$ cat config.mk
export PLATFORM = sky130hd
export DESIGN_NAME = stable_priority_queue
export DESIGN_NICKNAME = d
export VERILOG_FILES = /design/src/hdl/spq_pkg.sv /design/src/hdl/spq_ram.sv /design/src/hdl/stable_priority_queue.sv
export SDC_FILE = /design/constraint.sdc
export NUM_CORES = 1
export LEC_CHECK = 0
export ABC_AREA = 1
export BUFFER_PORTS_ARGS = -buffer_cell sky130_fd_sc_hd__clkbuf_2
export CORE_MARGIN = 5
export CORE_UTILIZATION = 40
export DETAILED_ROUTE_END_ITERATION = 7
export PLACE_DENSITY = 0.65
export SYNTH_ARGS = -nofsm -noshare
export SYNTH_HDL_FRONTEND = slang
export SYNTH_HIERARCHICAL = 1
export SYNTH_SLANG_ARGS = --single-unit
$ cat constraint.sdc
create_clock -name clk_i -period 6.6 [get_ports clk_i]
set_input_delay 1.32 -clock clk_i [delete_from_list [all_inputs] [get_ports clk_i]]
set_output_delay 1.32 -clock clk_i [all_outputs]
set_load 0.02 [all_outputs]
$ cat src/hdl/spq_pkg.sv
package spq_pkg;

  // queue size and derived widths
  localparam int unsigned QUEUE_DEPTH = 16;
  localparam int unsigned ADDR_W      = $clog2(QUEUE_DEPTH);
  localparam int unsigned COUNT_W     = $clog2(QUEUE_DEPTH + 1);

  // field widths
  localparam int unsigned VALUE_W = 32;
  localparam int unsigned PRIO_W  = 8;
  localparam int unsigned OCC_W   = 5;
  localparam int unsigned STAT_W  = 2;
  localparam int unsigned ENTRY_W = VALUE_W + PRIO_W;

  // stream payload widths
  localparam int unsigned IN_DATA_W  = 40;
  localparam int unsigned OUT_DATA_W = 48;

  // operation codes
  localparam logic OP_INSERT = 1'b0;
  localparam logic OP_DELETE = 1'b1;

  // status codes
  localparam logic [STAT_W-1:0] ST_OK        = 2'd0;
  localparam logic [STAT_W-1:0] ST_UNDERFLOW = 2'd1;
  localparam logic [STAT_W-1:0] ST_OVERFLOW  = 2'd2;

  typedef logic [ADDR_W-1:0]  addr_t;
  typedef logic [COUNT_W-1:0] count_t;

  typedef struct packed {
    logic [PRIO_W-1:0]  prio;
    logic [VALUE_W-1:0] value;
  } entry_t;

  // circular pointer step forward
  function automatic addr_t ptr_inc(addr_t p);
    addr_t r;
    if (p == ADDR_W'(QUEUE_DEPTH - 1)) r = '0;
    else r = p + 1'b1;
    return r;
  endfunction

  // circular pointer step back
  function automatic addr_t ptr_dec(addr_t p);
    addr_t r;
    if (p == '0) r = ADDR_W'(QUEUE_DEPTH - 1);
    else r = p - 1'b1;
    return r;
  endfunction

endpackage

$ cat src/hdl/spq_ram.sv
module spq_ram #(
  parameter int unsigned WIDTH = 8,
  parameter int unsigned DEPTH = 16
) (
  input  logic                     clk_i,
  input  logic                     wr_en_i,
  input  logic [$clog2(DEPTH)-1:0] wr_addr_i,
  input  logic [WIDTH-1:0]         wr_data_i,
  input  logic                     rd_en_i,
  input  logic [$clog2(DEPTH)-1:0] rd_addr_i,
  output logic [WIDTH-1:0]         rd_data_o
);

  logic [WIDTH-1:0] mem [DEPTH];

  // one write port, one registered read port
  always_ff @(posedge clk_i) begin
    if (wr_en_i) begin
      mem[wr_addr_i] <= wr_data_i;
    end
    if (rd_en_i) begin
      rd_data_o <= mem[rd_addr_i];
    end
  end

endmodule

$ cat src/hdl/stable_priority_queue.sv
// Bounded priority queue, lowest priority number at the front, equal
// priorities leave in arrival order.
// Input channel s_axis: tuser is the operation (insert or delete), tdata
// carries value and priority. Output channel m_axis: one result item per
// input item, tuser is the status (ok, underflow, overflow), tdata carries
// the removed value and priority (zero unless a delete succeeded) and the
// occupancy after the operation.
// Entries live in a single-port-read RAM used as a ring: a delete reads the
// head entry and advances the head pointer. An insert walks back from the
// tail, one RAM read and one compare per entry, moving each entry with a
// larger priority number up by one slot before writing the new one.
// An underflow or overflow is answered from the start state. A delete
// goes on through a RAM read and a compare, then registers the removed
// entry. An insert does a read and a compare for each entry it looks at,
// stopping at one it may follow or once it has moved every entry, and then
// writes the new entry in a place step. tready rises in the same cycle as
// result valid; one item is worked on at a time.
// A finished result sits in the output register until taken; a new item may
// be accepted meanwhile, but its result waits until the register is free.
// Reset empties the queue; RAM contents need no clearing.
module stable_priority_queue (
  input  logic                              clk_i,
  input  logic                              rst_ni,
  input  logic                              s_axis_tvalid,
  output logic                              s_axis_tready,
  input  logic [spq_pkg::IN_DATA_W-1:0]     s_axis_tdata,  // item_value, item_priority
  input  logic                              s_axis_tuser,  // operation
  output logic                              m_axis_tvalid,
  input  logic                              m_axis_tready,
  // removed_value, removed_priority, occupancy, 3 zero bits
  output logic [spq_pkg::OUT_DATA_W-1:0]    m_axis_tdata,
  output logic [spq_pkg::STAT_W-1:0]        m_axis_tuser   // status
);

  import spq_pkg::*;

  // sequencer states
  localparam logic [1:0] S_IDLE  = 2'd0;
  localparam logic [1:0] S_START = 2'd1;
  localparam logic [1:0] S_READ  = 2'd2;
  localparam logic [1:0] S_CMP   = 2'd3;

  logic [1:0]         state_q, state_d;
  logic               place_q, place_d;
  logic               op_q, op_d;
  entry_t             item_q, item_d;
  addr_t              head_q, head_d;
  addr_t              tail_q, tail_d;
  addr_t              ptr_q, ptr_d;
  addr_t              wr_ptr_q, wr_ptr_d;
  count_t             count_q, count_d;
  count_t             left_q, left_d;
  logic               out_valid_q, out_valid_d;
  logic [STAT_W-1:0]  out_stat_q, out_stat_d;
  entry_t             out_entry_q, out_entry_d;
  logic [OCC_W-1:0]   out_occ_q, out_occ_d;

  logic               out_free;
  logic               ram_we, ram_re;
  addr_t              ram_waddr;
  entry_t             ram_wdata, ram_rdata;

  spq_ram #(
    .WIDTH (ENTRY_W),
    .DEPTH (QUEUE_DEPTH)
  ) u_ram (
    .clk_i     (clk_i),
    .wr_en_i   (ram_we),
    .wr_addr_i (ram_waddr),
    .wr_data_i (ram_wdata),
    .rd_en_i   (ram_re),
    .rd_addr_i (ptr_q),
    .rd_data_o (ram_rdata)
  );

  assign out_free      = !out_valid_q || m_axis_tready;
  assign s_axis_tready = (state_q == S_IDLE) && !place_q;
  assign m_axis_tvalid = out_valid_q;
  assign m_axis_tuser  = out_stat_q;
  assign m_axis_tdata  = {3'b000, out_occ_q, out_entry_q};

  // sequencer
  always_comb begin
    state_d     = state_q;
    place_d     = place_q;
    op_d        = op_q;
    item_d      = item_q;
    head_d      = head_q;
    tail_d      = tail_q;
    ptr_d       = ptr_q;
    wr_ptr_d    = wr_ptr_q;
    count_d     = count_q;
    left_d      = left_q;
    out_valid_d = out_valid_q && !m_axis_tready;
    out_stat_d  = out_stat_q;
    out_entry_d = out_entry_q;
    out_occ_d   = out_occ_q;
    ram_we      = 1'b0;
    ram_re      = 1'b0;
    ram_waddr   = wr_ptr_q;
    ram_wdata   = item_q;

    case (state_q)
      S_IDLE: begin
        if (place_q) begin
          // new entry goes into the slot left free by the walk
          if (out_free) begin
            ram_we      = 1'b1;
            place_d     = 1'b0;
            tail_d      = ptr_inc(tail_q);
            count_d     = count_q + 1'b1;
            out_valid_d = 1'b1;
            out_stat_d  = ST_OK;
            out_entry_d = '0;
            out_occ_d   = OCC_W'(count_q + 1'b1);
          end
        end else if (s_axis_tvalid) begin
          op_d    = s_axis_tuser;
          item_d  = entry_t'(s_axis_tdata[ENTRY_W-1:0]);
          state_d = S_START;
        end
      end

      S_START: begin
        if (op_q == OP_DELETE) begin
          if (count_q == '0) begin
            if (out_free) begin
              out_valid_d = 1'b1;
              out_stat_d  = ST_UNDERFLOW;
              out_entry_d = '0;
              out_occ_d   = OCC_W'(count_q);
              state_d     = S_IDLE;
            end
          end else begin
            ptr_d   = head_q;
            state_d = S_READ;
          end
        end else begin
          if (count_q == COUNT_W'(QUEUE_DEPTH)) begin
            if (out_free) begin
              out_valid_d = 1'b1;
              out_stat_d  = ST_OVERFLOW;
              out_entry_d = '0;
              out_occ_d   = OCC_W'(count_q);
              state_d     = S_IDLE;
            end
          end else begin
            wr_ptr_d = tail_q;
            ptr_d    = ptr_dec(tail_q);
            left_d   = count_q;
            if (count_q == '0) begin
              place_d = 1'b1;
              state_d = S_IDLE;
            end else begin
              state_d = S_READ;
            end
          end
        end
      end

      S_READ: begin
        ram_re  = 1'b1;
        state_d = S_CMP;
      end

      S_CMP: begin
        if (op_q == OP_DELETE) begin
          // front entry leaves
          if (out_free) begin
            head_d      = ptr_inc(head_q);
            count_d     = count_q - 1'b1;
            out_valid_d = 1'b1;
            out_stat_d  = ST_OK;
            out_entry_d = ram_rdata;
            out_occ_d   = OCC_W'(count_q - 1'b1);
            state_d     = S_IDLE;
          end
        end else if (ram_rdata.prio > item_q.prio) begin
          // stored entry ranks behind the new one: move it up a slot
          ram_we    = 1'b1;
          ram_wdata = ram_rdata;
          wr_ptr_d  = ptr_q;
          ptr_d     = ptr_dec(ptr_q);
          left_d    = left_q - 1'b1;
          if (left_q == COUNT_W'(1)) begin
            place_d = 1'b1;
            state_d = S_IDLE;
          end else begin
            state_d = S_READ;
          end
        end else begin
          // found the spot behind an equal or smaller priority
          place_d = 1'b1;
          state_d = S_IDLE;
        end
      end

      default: begin
        state_d = S_IDLE;
      end
    endcase
  end

  // control registers
  always_ff @(posedge clk_i or negedge rst_ni) begin
    if (!rst_ni) begin
      state_q     <= S_IDLE;
      place_q     <= 1'b0;
      head_q      <= '0;
      tail_q      <= '0;
      count_q     <= '0;
      out_valid_q <= 1'b0;
    end else begin
      state_q     <= state_d;
      place_q     <= place_d;
      head_q      <= head_d;
      tail_q      <= tail_d;
      count_q     <= count_d;
      out_valid_q <= out_valid_d;
    end
  end

  // payload registers
  always_ff @(posedge clk_i) begin
    op_q        <= op_d;
    item_q      <= item_d;
    ptr_q       <= ptr_d;
    wr_ptr_q    <= wr_ptr_d;
    left_q      <= left_d;
    out_stat_q  <= out_stat_d;
    out_entry_q <= out_entry_d;
    out_occ_q   <= out_occ_d;
  end

endmodule

==> results.md, run 1 <==
* Routed Antenna Nets at 0
* Final hold violation count at 0
* Pwr dens at 438 nW/µm²
* Area contributors post-synth: edfxtp_1 (68%), nand2_1 (11%), nand3_1 (7.6%), inv_1 (6.2%), dfrtp_1 (1.2%)
* Hold Path Class: reg -> reg
* Syn_area_per_cell at 10.7 µm²
* Worst-skew pair later-pin latency at 0.64 ns
* Hold slack at 0.534 ns
* Largest net degree at the start of global routing at 178
* CP required at 6.93 ns
* Final min period at 4.04 ns
* Crit path kind: reg -> reg
* Initial antenna violation count at 0
* Main synth FF type: edfxtp_1
* Layout Nets at 3366
* Finished Core Util at 45.1%
* Yosys reg bits at 798
* DRT met1 WL at 37000 µm
* Reg2reg setup slack at 2.56 ns
* Detailed placer's ending HPWL at 45900 µm
* Root buffer cell: clkbuf_16
* Cts hold-fix bufs at 0
* First-pass GRT wire length at 128000 µm
* Routability Congestion at 0.772
* Critical Path Sink Type: register
* Max-cap viol count at 0
* Initial core utilization at 40.4%
* Mapped Cells at 3230
* WL met3 at 5870 µm
* CTS tree: built
* Die H at 304 µm
* Leading area contributor after synthesis: edfxtp_1
* Io pins at 97
* DR vias/cell at 4.95
* Synth top area share at 68.0%
* Die area at 92200 µm²
* Fillers at 7878
* Core area at 85400 µm²
* Period utilisation layout at 61.2%
* Mapped Area at 34500 µm²
* DR WL met2 at 38700 µm
* Highest routed layer: met4
* Worst VDD drop at 0.000334 V
* Horiz. Die Dim at 304 µm
* Worst Setup Start Kind: register
* Gr ovfl total at 0
* Share of cells above drive strength 1 at 8.57%
* Clk_skew at 0.0244 ns
* ANT cells at 0
* Remaining DRCs at 0
* Critical path arrival at 4.36 ns
* Fmax at 248 MHz
* RSZ-0062 raised after global routing: false
* Global Route Usage Sum at 17.6%
* Slew HR at 13.1%
* Area of the multi-input gates at 7680 µm²
* Maximum level of the CTS H-tree at 3
* Number of global-route vias before repair at 21500
* Crit-path max FO at 22
* Leakage power at 0.0163 µW
* Outcome: finished clean
* Inserted Clock Buffers at 81
* Drt wl/cell at 18.6 µm
* # rows at 107
* CTS Sinks at 798
* Syn-to-layout area delta at 11.7%
* Reg clk slew, reported paths at 0.06 ns
* Setup Buffers After CTS at 0
* TNS Setup at 0 ns
* Max Transition Viols Final at 0
* Worst-margin pin slew at 1.30 ns
* CTS-repair resized insts at 0
* Number of flops mapped to enable cells by yosys at 781
* Async SR Flop Fraction at 2.13%
* Port bufs at 93
* CTS max path bufs at 3
* DRT Wirelength at 83800 µm
* Vias at 22300
* Drt first pass iters at 5
* Yosys Warn Count at 6
* DR iter-0 viols at 2338
* FF/Latch Area at 23900 µm²
* Setup-failing EPs final at 0
* Sequential share of the synthesized area at 69.2%
* Unique cell type count in the Yosys netlist at 42
[worst max-delay path, stage by stage (launching register included)]
cell and delay (ns):
edfxtp_1 0.43, ha_1 0.32, nand2_1 0.07, nor2_1 0.19
nand2_1 0.14, a21boi_4 0.24, nand2_2 0.09, a21oi_1 0.38
nand3b_1 0.38, nor2_4 1.08, buf_4 0.38
[metrics by stage]
step,area [µm²],total power [µW],setup slack [ns],cells
after floorplan,34500,10800,0.562,3232
after global placement,36000,12500,2.30,4359
after detailed placement,36000,12600,2.24,4359
after CTS,38500,17000,2.58,4505
after global routing,38500,17800,2.38,4506
final,38500,16900,2.56,4506
[sequential cells by signal, indices dropped and copies added (netlist names)]
name / count
count_q: 5
head_q: 4
item_q: 40
left_q: 5
m_axis_tdata: 40
m_axis_tuser: 2
m_axis_tvalid: 1
op_q: 1
out_occ_q: 5
place_q: 1
ptr_q: 4
ram_waddr: 4
state_q: 2
tail_q: 4
u_ram/mem: 640
u_ram/rd_data_o: 40
[worst paths after layout]
path                                           from          endpoint  depth (start not counted)
worst min register to register            tail_q[2]         tail_q[3]                          1
worst min-delay path                      tail_q[2]         tail_q[3]                          1
worst max-delay path            u_ram/rd_data_o[39]  u_ram/mem[8][25]                         10
max in group asynchronous                    rst_ni        count_q[0]                          1
worst max register to register  u_ram/rd_data_o[39]  u_ram/mem[8][25]                         10
min in group asynchronous                    rst_ni     m_axis_tvalid                          1
[cells in the mapped netlist (all sizes together), types with 2 or more instances]
master,n
nor2,48
buf,130
clkbuf,26
o211ai,3
xnor2,4
xor2,8
a31oi,5
ha,22
inv,572
o21ai,32
o221ai,2
nand2,1011
nand3b,2
nand4,3
dfrtp,17
a21oi,19
nor4,4
or2,3
nor3,3
o22ai,2
nand3,524
edfxtp,781
[kinds of logic after synthesis]
family                     Yosys count  synth area share [%]
xor gates and xnor gates            12                 0.305
and+or+nand+nor                   1598                  19.5
AOI/OAI and AO/OA                   70                  1.20
muxes                                1                0.0327
other                                1                0.0109
buffers and inverters              728                  8.95
DFF                                798                  69.2
adders and majority gates           22                 0.798
[layout make-up]
type                       instances  share of cell area [%]
multi-input combinational       1706                    19.9
clock buffer                     100                    5.56
sequential                       798                    62.0
inverter                         572                    5.62
timing repair buffer             140                    2.19
clock inverter                    46                   0.984
tap                             1144                    3.72
[routing by layer]
metal / GRT usage [%] / vias up
met5: 0 / -
li1: - / 10600
met1: 24.8 / 10800
met4: 5.24 / 0
met2: 28.2 / 756
met3: 3.33 / 139
[power by group]
group	leakage [µW]	total [µW]	switching, µW	internal [µW]
Combinational	0.00780	5610	4180	1430
Clock	0.00122	4410	1930	2480
Sequential	0.00730	6870	251	6620
Total	0.0163	16900	6360	10500
[cells in the final DEF (no fill, tap or decap), types with 18 or more instances in the layout]
cell type  Yosys  layout
nand2_1     1010    1010
nor2_1        46      30
o21ai_0       31      31
clkbuf_16      0      83
a21oi_1       19      18
nand3_1      524     524
buf_4         19      45
ha_1          22      20
inv_1        569     568
edfxtp_1     781     781
clkbuf_2       1      93
No activity file was read; power rests on OpenSTA's default activity.
==> run 2: changes to the inputs <==
ABC_AREA = 0   (was 1)
clock period = 3.89 ns   (was 6.6 ns; I/O delays follow)
==> results.md, run 2 <==
* Initial core utilization at 40.5% (was 40.4%)
* Worst VDD drop at 0.000626 V (was 0.000334 V)
* Unique cell type count in the Yosys netlist at 59 (was 42)
* Most frequent cells in the layout: edfxtp_1 (781), mux4_2 (100), clkbuf_2 (93) (was nand2_1 (1010), edfxtp_1 (781), inv_1 (568))
* CTS tree: built (unchanged)
* Pwr dens at 719 nW/µm² (was 438 nW/µm²)
* Root buffer cell: clkbuf_16 (unchanged)
* Routed Antenna Nets at 0 (unchanged)
* Number of global-route vias before repair at 15600 (was 21500)
* Mapped Cells at 1486 (was 3230)
* Async SR Flop Fraction at 2.13% (unchanged)
* Final min period at 3.50 ns (was 4.04 ns)
* Routability Congestion at 0.762 (was 0.772)
* Maximum level of the CTS H-tree at 3 (unchanged)
* Critical path arrival at 3.78 ns (was 4.36 ns)
* Max Transition Viols Final at 0 (unchanged)
* Inserted Clock Buffers at 83 (was 81)
* Syn-to-layout area delta at 14.7% (was 11.7%)
* Layout Nets at 1704 (was 3366)
* Worst-skew pair later-pin latency at 0.64 ns (about the same)
* Final instance area at 36100 µm² (was 38500 µm²)
* Hold Path Class: in -> async (was reg -> reg)
* Reg clk slew, reported paths at 0.06 ns (about the same)
* Global Route Usage Sum at 16.0% (was 17.6%)
* DR iter-0 viols at 1263 (was 2338)
* Fillers at 6338 (was 7878)
* Fmax at 285 MHz (was 248 MHz)
* Yosys reg bits at 798 (unchanged)
* Port bufs at 93 (unchanged)
* CTS max path bufs at 3 (unchanged)
* DR vias/cell at 5.47 (was 4.95)
* Outcome: finished clean (unchanged)
* Io pins at 97 (unchanged)
* Critical Path Sink Type: register (unchanged)
* Share of cells above drive strength 1 at 25.8% (was 8.57%)
* DRT Wirelength at 68200 µm (was 83800 µm)
* Die area at 84300 µm² (was 92200 µm²)
* Worst-margin pin slew at 1.05 ns (was 1.30 ns)
* Core area at 77700 µm² (was 85400 µm²)
* Drt first pass iters at 5 (unchanged)
* Max reg flops at 640 (unchanged)
* Setup Buffers After CTS at 0 (unchanged)
* Detailed placer's ending HPWL at 39200 µm (was 45900 µm)
* Period utilisation layout at 90.1% (was 61.2%)
* Leading area contributor after synthesis: edfxtp_1 (unchanged)
* Clk_skew at 0.0205 ns (was 0.0244 ns)
* Most common cell after layout, fill and taps aside: edfxtp_1 (was nand2_1)
* Post-route worst setup slack at 0.386 ns (was 2.56 ns)
* Initial antenna violation count at 1 (was 0)
* Area contributors post-synth: edfxtp_1 (75%), mux4_2 (7.2%), mux4_1 (5.0%), a22oi_1 (1.9%), mux2_4 (1.9%) (was edfxtp_1 (68%), nand2_1 (11%), nand3_1 (7.6%), inv_1 (6.2%), dfrtp_1 (1.2%))
* # rows at 102 (was 107)
* Top-count cell post-synth: edfxtp_1 (was nand2_1)
* Main synth FF type: edfxtp_1 (unchanged)
* Horiz. Die Dim at 290 µm (was 304 µm)
* Most flops, register: u_ram/mem (unchanged)
* Syn_area_per_cell at 21.2 µm² (was 10.7 µm²)
* Leakage power at 0.0121 µW (was 0.0163 µW)
* CP required at 4.17 ns (was 6.93 ns)
* Dpl ws at 0.457 ns (was 2.24 ns)
* Yosys Warn Count at 6 (unchanged)
* Max-cap viol count at 0 (unchanged)
* Number of flops mapped to enable cells by yosys at 781 (unchanged)
* Vias at 15000 (was 22300)
* Drt wl/cell at 24.8 µm (was 18.6 µm)
* Sequential share of the synthesized area at 75.9% (was 69.2%)
* Mapped Area at 31400 µm² (was 34500 µm²)
* Commonest cells in the netlist: edfxtp_1 (781), mux4_2 (100), a22oi_1 (81), nand2_1 (65), mux4_1 (60) (was nand2_1 (1010), edfxtp_1 (781), inv_1 (569), nand3_1 (524), buf_2 (68))
* Largest net degree at the start of global routing at 127 (was 178)
* Final hold violation count at 0 (unchanged)
* Die H at 290 µm (was 304 µm)
* Cts hold-fix bufs at 0 (unchanged)
* Hold slack at 0.111 ns (was 0.534 ns)
* Crit-path max FO at 24 (was 22)
* Remaining DRCs at 0 (unchanged)
* CTS Sinks at 798 (unchanged)
* Final Instance Count excl. Fillers at 2744 (was 4506)
* Synth top area share at 74.6% (was 68.0%)
* Worst Setup Start Kind: register (unchanged)
* Setup-failing EPs final at 0 (unchanged)
* Inst Count DP at 2592 (was 4359)
* Dpl cell area at 33400 µm² (was 36000 µm²)
* ANT cells at 0 (unchanged)
* Slew HR at 29.9% (was 13.1%)
* CTS-repair resized insts at 0 (unchanged)
* Gr ovfl total at 0 (unchanged)
* RSZ-0062 raised after global routing: false (unchanged)
* Finished Core Util at 46.4% (was 45.1%)
* Crit path kind: reg -> reg (unchanged)
* First-pass GRT wire length at 102000 µm (was 128000 µm)
* RR Startpoint: u_ram/rd_data_o[33] (was u_ram/rd_data_o[39])
* Crit path from: u_ram/rd_data_o[33] (was u_ram/rd_data_o[39])
==> run 2: changes by cell type after synthesis, moves of 43 or more <==
cell,change
nand3_1,-514
buf_2,-50
a22oi_1,+81
and2_1,+43
inv_1,-548
mux4_1,+60
mux4_2,+100
nand2_1,-945
==> run 2: logic make-up (layout without fill, tap and decap cells) <==
| kind of cell | Yosys count | in the layout | synth area share (%) |
|---|---|---|---|
| other cells | 1 | 3 | 0.0119 |
| xor+xnor | 11 | 11 | 0.306 |
| compound gates | 154 | 154 | 3.47 |
| mux | 211 | 211 | 14.4 |
| fa+ha+maj | 22 | 22 | 0.875 |
| flops | 798 | 798 | 75.9 |
| buf+inv | 104 | 320 | 2.06 |
| simple gates | 185 | 185 | 2.90 |
==> run 2: critical path, stage by stage (launching register included) <==
cell	delay [ns]
edfxtp_1	0.40
ha_1	0.31
nor2b_1	0.14
o211ai_1	0.11
a211oi_2	0.36
o21bai_4	0.08
a21oi_1	0.53
or3b_2	0.63
nor3_4	0.17
buf_4	0.39
==> run 2: final cells by class <==
cell class,instances,area [µm²],area share (%)
Timing Repair Buffer,146,1000,2.77
Tap cell,1040,1300,3.61
Multi-Input combinational cell,586,7100,19.7
Clock inverter,49,542,1.50
Sequential cell,798,23900,66.2
Inverter,22,82.6,0.229
Clock buffer,103,2170,6.02
==> run 2: final timing paths <==
check | slack (ns) | cells past startpoint | endpoint
setup / recovery | 0.39 | 9 | u_ram/mem[0][33]
hold / removal | 0.11 | 1 | count_q[0]
setup reg to reg | 0.39 | 9 | u_ram/mem[0][33]
hold reg to reg | 0.56 | 1 | head_q[3]
max in group asynchronous | 3.43 | 1 | tail_q[1]
min in group clk_i | 0.31 | 1 | item_q[17]
==> run 2: metal layers <==
layer	share of wire, %	GRT usage (%)
met4	1.9	3.66
met1	44	22.6
met5	0	0
met2	49	25.9
met3	5.9	3.22
==> run 2: where the power goes <==
group | total [µW] | internal, µW | switching, µW
registers | 11600 | 11000 | 511
clock network | 7850 | 4550 | 3300
logic | 6530 | 2540 | 3990
total | 25900 | 18100 | 7800
==> run 2: stage by stage <==
step	total power, µW	setup TNS [ns]
after detailed placement	18300	0
after CTS	26300	0
after global routing	27200	0
after floorplan	16300	-71.91
after global placement	18200	0
final	25900	0
==> run 3: changes to the inputs <==
CELL_PAD_IN_SITES_DETAIL_PLACEMENT = 1   (was default)
CELL_PAD_IN_SITES_GLOBAL_PLACEMENT = 1   (was default)
CTS_BUF_LIST = sky130_fd_sc_hd__clkbuf_16   (was default)
PLACE_DENSITY = 0.71   (was 0.65)
==> results.md, run 3 (synthesis gave the netlist of run 2 again) <==
* Hold slack at 0.121 ns (was 0.111 ns)
* Most flops, register: u_ram/mem (unchanged)
* Final instance area at 36200 µm² (was 36100 µm²)
* Gr ovfl total at 0 (unchanged)
* Maximum level of the CTS H-tree at 3 (unchanged)
* Initial antenna violation count at 2 (was 1)
* Detailed placer's ending HPWL at 43600 µm (was 39200 µm)
* Die H at 290 µm (unchanged)
* Remaining DRCs at 0 (unchanged)
* DR iter-0 viols at 1547 (was 1263)
* TNS Setup at 0 ns (unchanged)
* Met3 GRT Util at 3.58% (was 3.22%)
* Clk_skew at 0.0239 ns (was 0.0205 ns)
* Root buffer cell: clkbuf_16 (unchanged)
* Hold Path Class: in -> async (unchanged)
* Initial core utilization at 40.5% (unchanged)
* Most frequent cells in the layout: edfxtp_1 (781), mux4_2 (100), clkbuf_2 (93) (unchanged)
* Max reg flops at 640 (unchanged)
* Port bufs at 93 (unchanged)
* First-pass GRT wire length at 113000 µm (was 102000 µm)
* Reg clk slew, reported paths at 0.06 ns (about the same)
* Die area at 84300 µm² (unchanged)
* Finished Core Util at 46.5% (was 46.4%)
* Vias at 15400 (was 15000)
* Outcome: finished clean (unchanged)
* Share of cells above drive strength 1 at 26.0% (was 25.8%)
* Core area at 77700 µm² (unchanged)
* Worst-skew pair later-pin latency at 0.63 ns (was 0.64 ns)
* RSZ-0062 raised after global routing: false (unchanged)
* Slew HR at 16.3% (was 29.9%)
* Worst VDD drop at 0.000566 V (was 0.000626 V)
* Final min period at 3.43 ns (was 3.50 ns)
* Number of global-route vias before repair at 16700 (was 15600)
* Worst-margin pin slew at 1.26 ns (was 1.05 ns)
* Layout Nets at 1707 (was 1704)
* Fmax at 292 MHz (was 285 MHz)
* Inserted Clock Buffers at 85 (was 83)
* Final hold violation count at 0 (unchanged)
* Largest net degree at the start of global routing at 127 (unchanged)
* Routability Congestion at 0.745 (was 0.762)
* Max Transition Viols Final at 0 (unchanged)
* Routed Antenna Nets at 0 (unchanged)
* Setup-failing EPs final at 0 (unchanged)
* Met2 GRT Util at 30.2% (was 25.9%)
* Most common cell after layout, fill and taps aside: edfxtp_1 (unchanged)
* Drt first pass iters at 7 (was 5)
* Global Route Usage Sum at 17.8% (was 16.0%)
* Critical path arrival at 3.69 ns (was 3.78 ns)
* Post-route worst setup slack at 0.465 ns (was 0.386 ns)
* Horiz. Die Dim at 290 µm (unchanged)
* Setup Buffers After CTS at 0 (unchanged)
* Critical Path Sink Type: register (unchanged)
* Max-cap viol count at 0 (unchanged)
* Dpl cell area at 33400 µm² (about the same)
* Dpl ws at 0.236 ns (was 0.457 ns)
* CTS Sinks at 798 (unchanged)
* Io pins at 97 (unchanged)
* Top Usage Layer GRT: met2 (unchanged)
* Worst Setup Start Kind: register (unchanged)
* Crit-path max FO at 23 (was 24)
* Syn-to-layout area delta at 15.0% (was 14.7%)
* Leakage power at 0.0122 µW (was 0.0121 µW)
* Met1 usage at 23.9% (was 22.6%)
* Pwr dens at 726 nW/µm² (was 719 nW/µm²)
* Crit path kind: reg -> reg (unchanged)
* CTS max path bufs at 3 (unchanged)
* # rows at 102 (unchanged)
* Drt wl/cell at 27.5 µm (was 24.8 µm)
* DR vias/cell at 5.61 (was 5.47)
* CP required at 4.16 ns (was 4.17 ns)
* CTS tree: built (unchanged)
* Period utilisation layout at 88.1% (was 90.1%)
* DRT Wirelength at 75700 µm (was 68200 µm)
-- run 3: cell count changes in the layout (fill, tap and decap cells not counted), sizes merged --
| cell | before | now |
|---|---|---|
| diode | 0 | 1 |
| buf | 53 | 54 |
| clkinvlp | 2 | 3 |
| clkinv | 34 | 29 |
| clkbuf | 196 | 182 |
| inv | 27 | 49 |
-- run 3: worst max-delay path, cell delays in order (launching register included) --
cell and delay [ns]:
edfxtp_1 0.42, ha_1 0.34, nand4_1 0.15, o21ai_0 0.10
a21oi_1 0.34, o21bai_4 0.12, a21oi_2 0.35, or3b_2 0.63
nor3_4 0.18, buf_4 0.42
-- run 3: per-layer routing --
metal | wire length [µm] | part of all wire (%)
met4 | 1790 | 2.4
met1 | 31000 | 41
met3 | 4540 | 6.0
met5 | 0 | 0
met2 | 38400 | 51
-- run 3: repair_timing --
action | CTS | global route
resized for setup | 0 | 1
endpoints found under the setup margin | 0 | 46
hold buffers | 0 | 0
-- run 3: path summary, 6_finish.rpt --
kind                                startpoint               end  slack (ns)  cells after the start
setup / recovery           u_ram/rd_data_o[39]  u_ram/mem[0][22]        0.46                      9
hold / removal                          rst_ni        state_q[1]        0.12                      1
setup reg to reg           u_ram/rd_data_o[39]  u_ram/mem[0][22]        0.46                      9
hold reg to reg            u_ram/rd_data_o[14]  m_axis_tdata[14]        0.56                      1
max in group asynchronous               rst_ni         head_q[2]        3.42                      1
min in group clk_i            s_axis_tdata[30]        item_q[30]        0.33                      1
-- run 3: where the power goes --
| group | switching, µW | internal, µW |
|---|---|---|
| clock network | 3250 | 4670 |
| registers | 578 | 11000 |
| logic | 4120 | 2580 |
-- run 3: through the flow --
step	total power [µW]	instances
after floorplan	16300	1488
after global routing	27500	2749
final	26200	2750
after CTS	26600	2749
after detailed placement	18600	2593
after global placement	18300	2593
-- run 3: final cells by class --
| cell class | instances | area [µm²] |
|---|---|---|
| Antenna cell | 1 | 2.50 |
| Multi-Input combinational cell | 586 | 7100 |
| Clock inverter | 67 | 527 |
| Inverter | 22 | 82.6 |
| Clock buffer | 89 | 2230 |
| Timing Repair Buffer | 147 | 1030 |
| Fill cell | 7039 | 41600 |
| Sequential cell | 798 | 23900 |
| Tap cell | 1040 | 1300 |
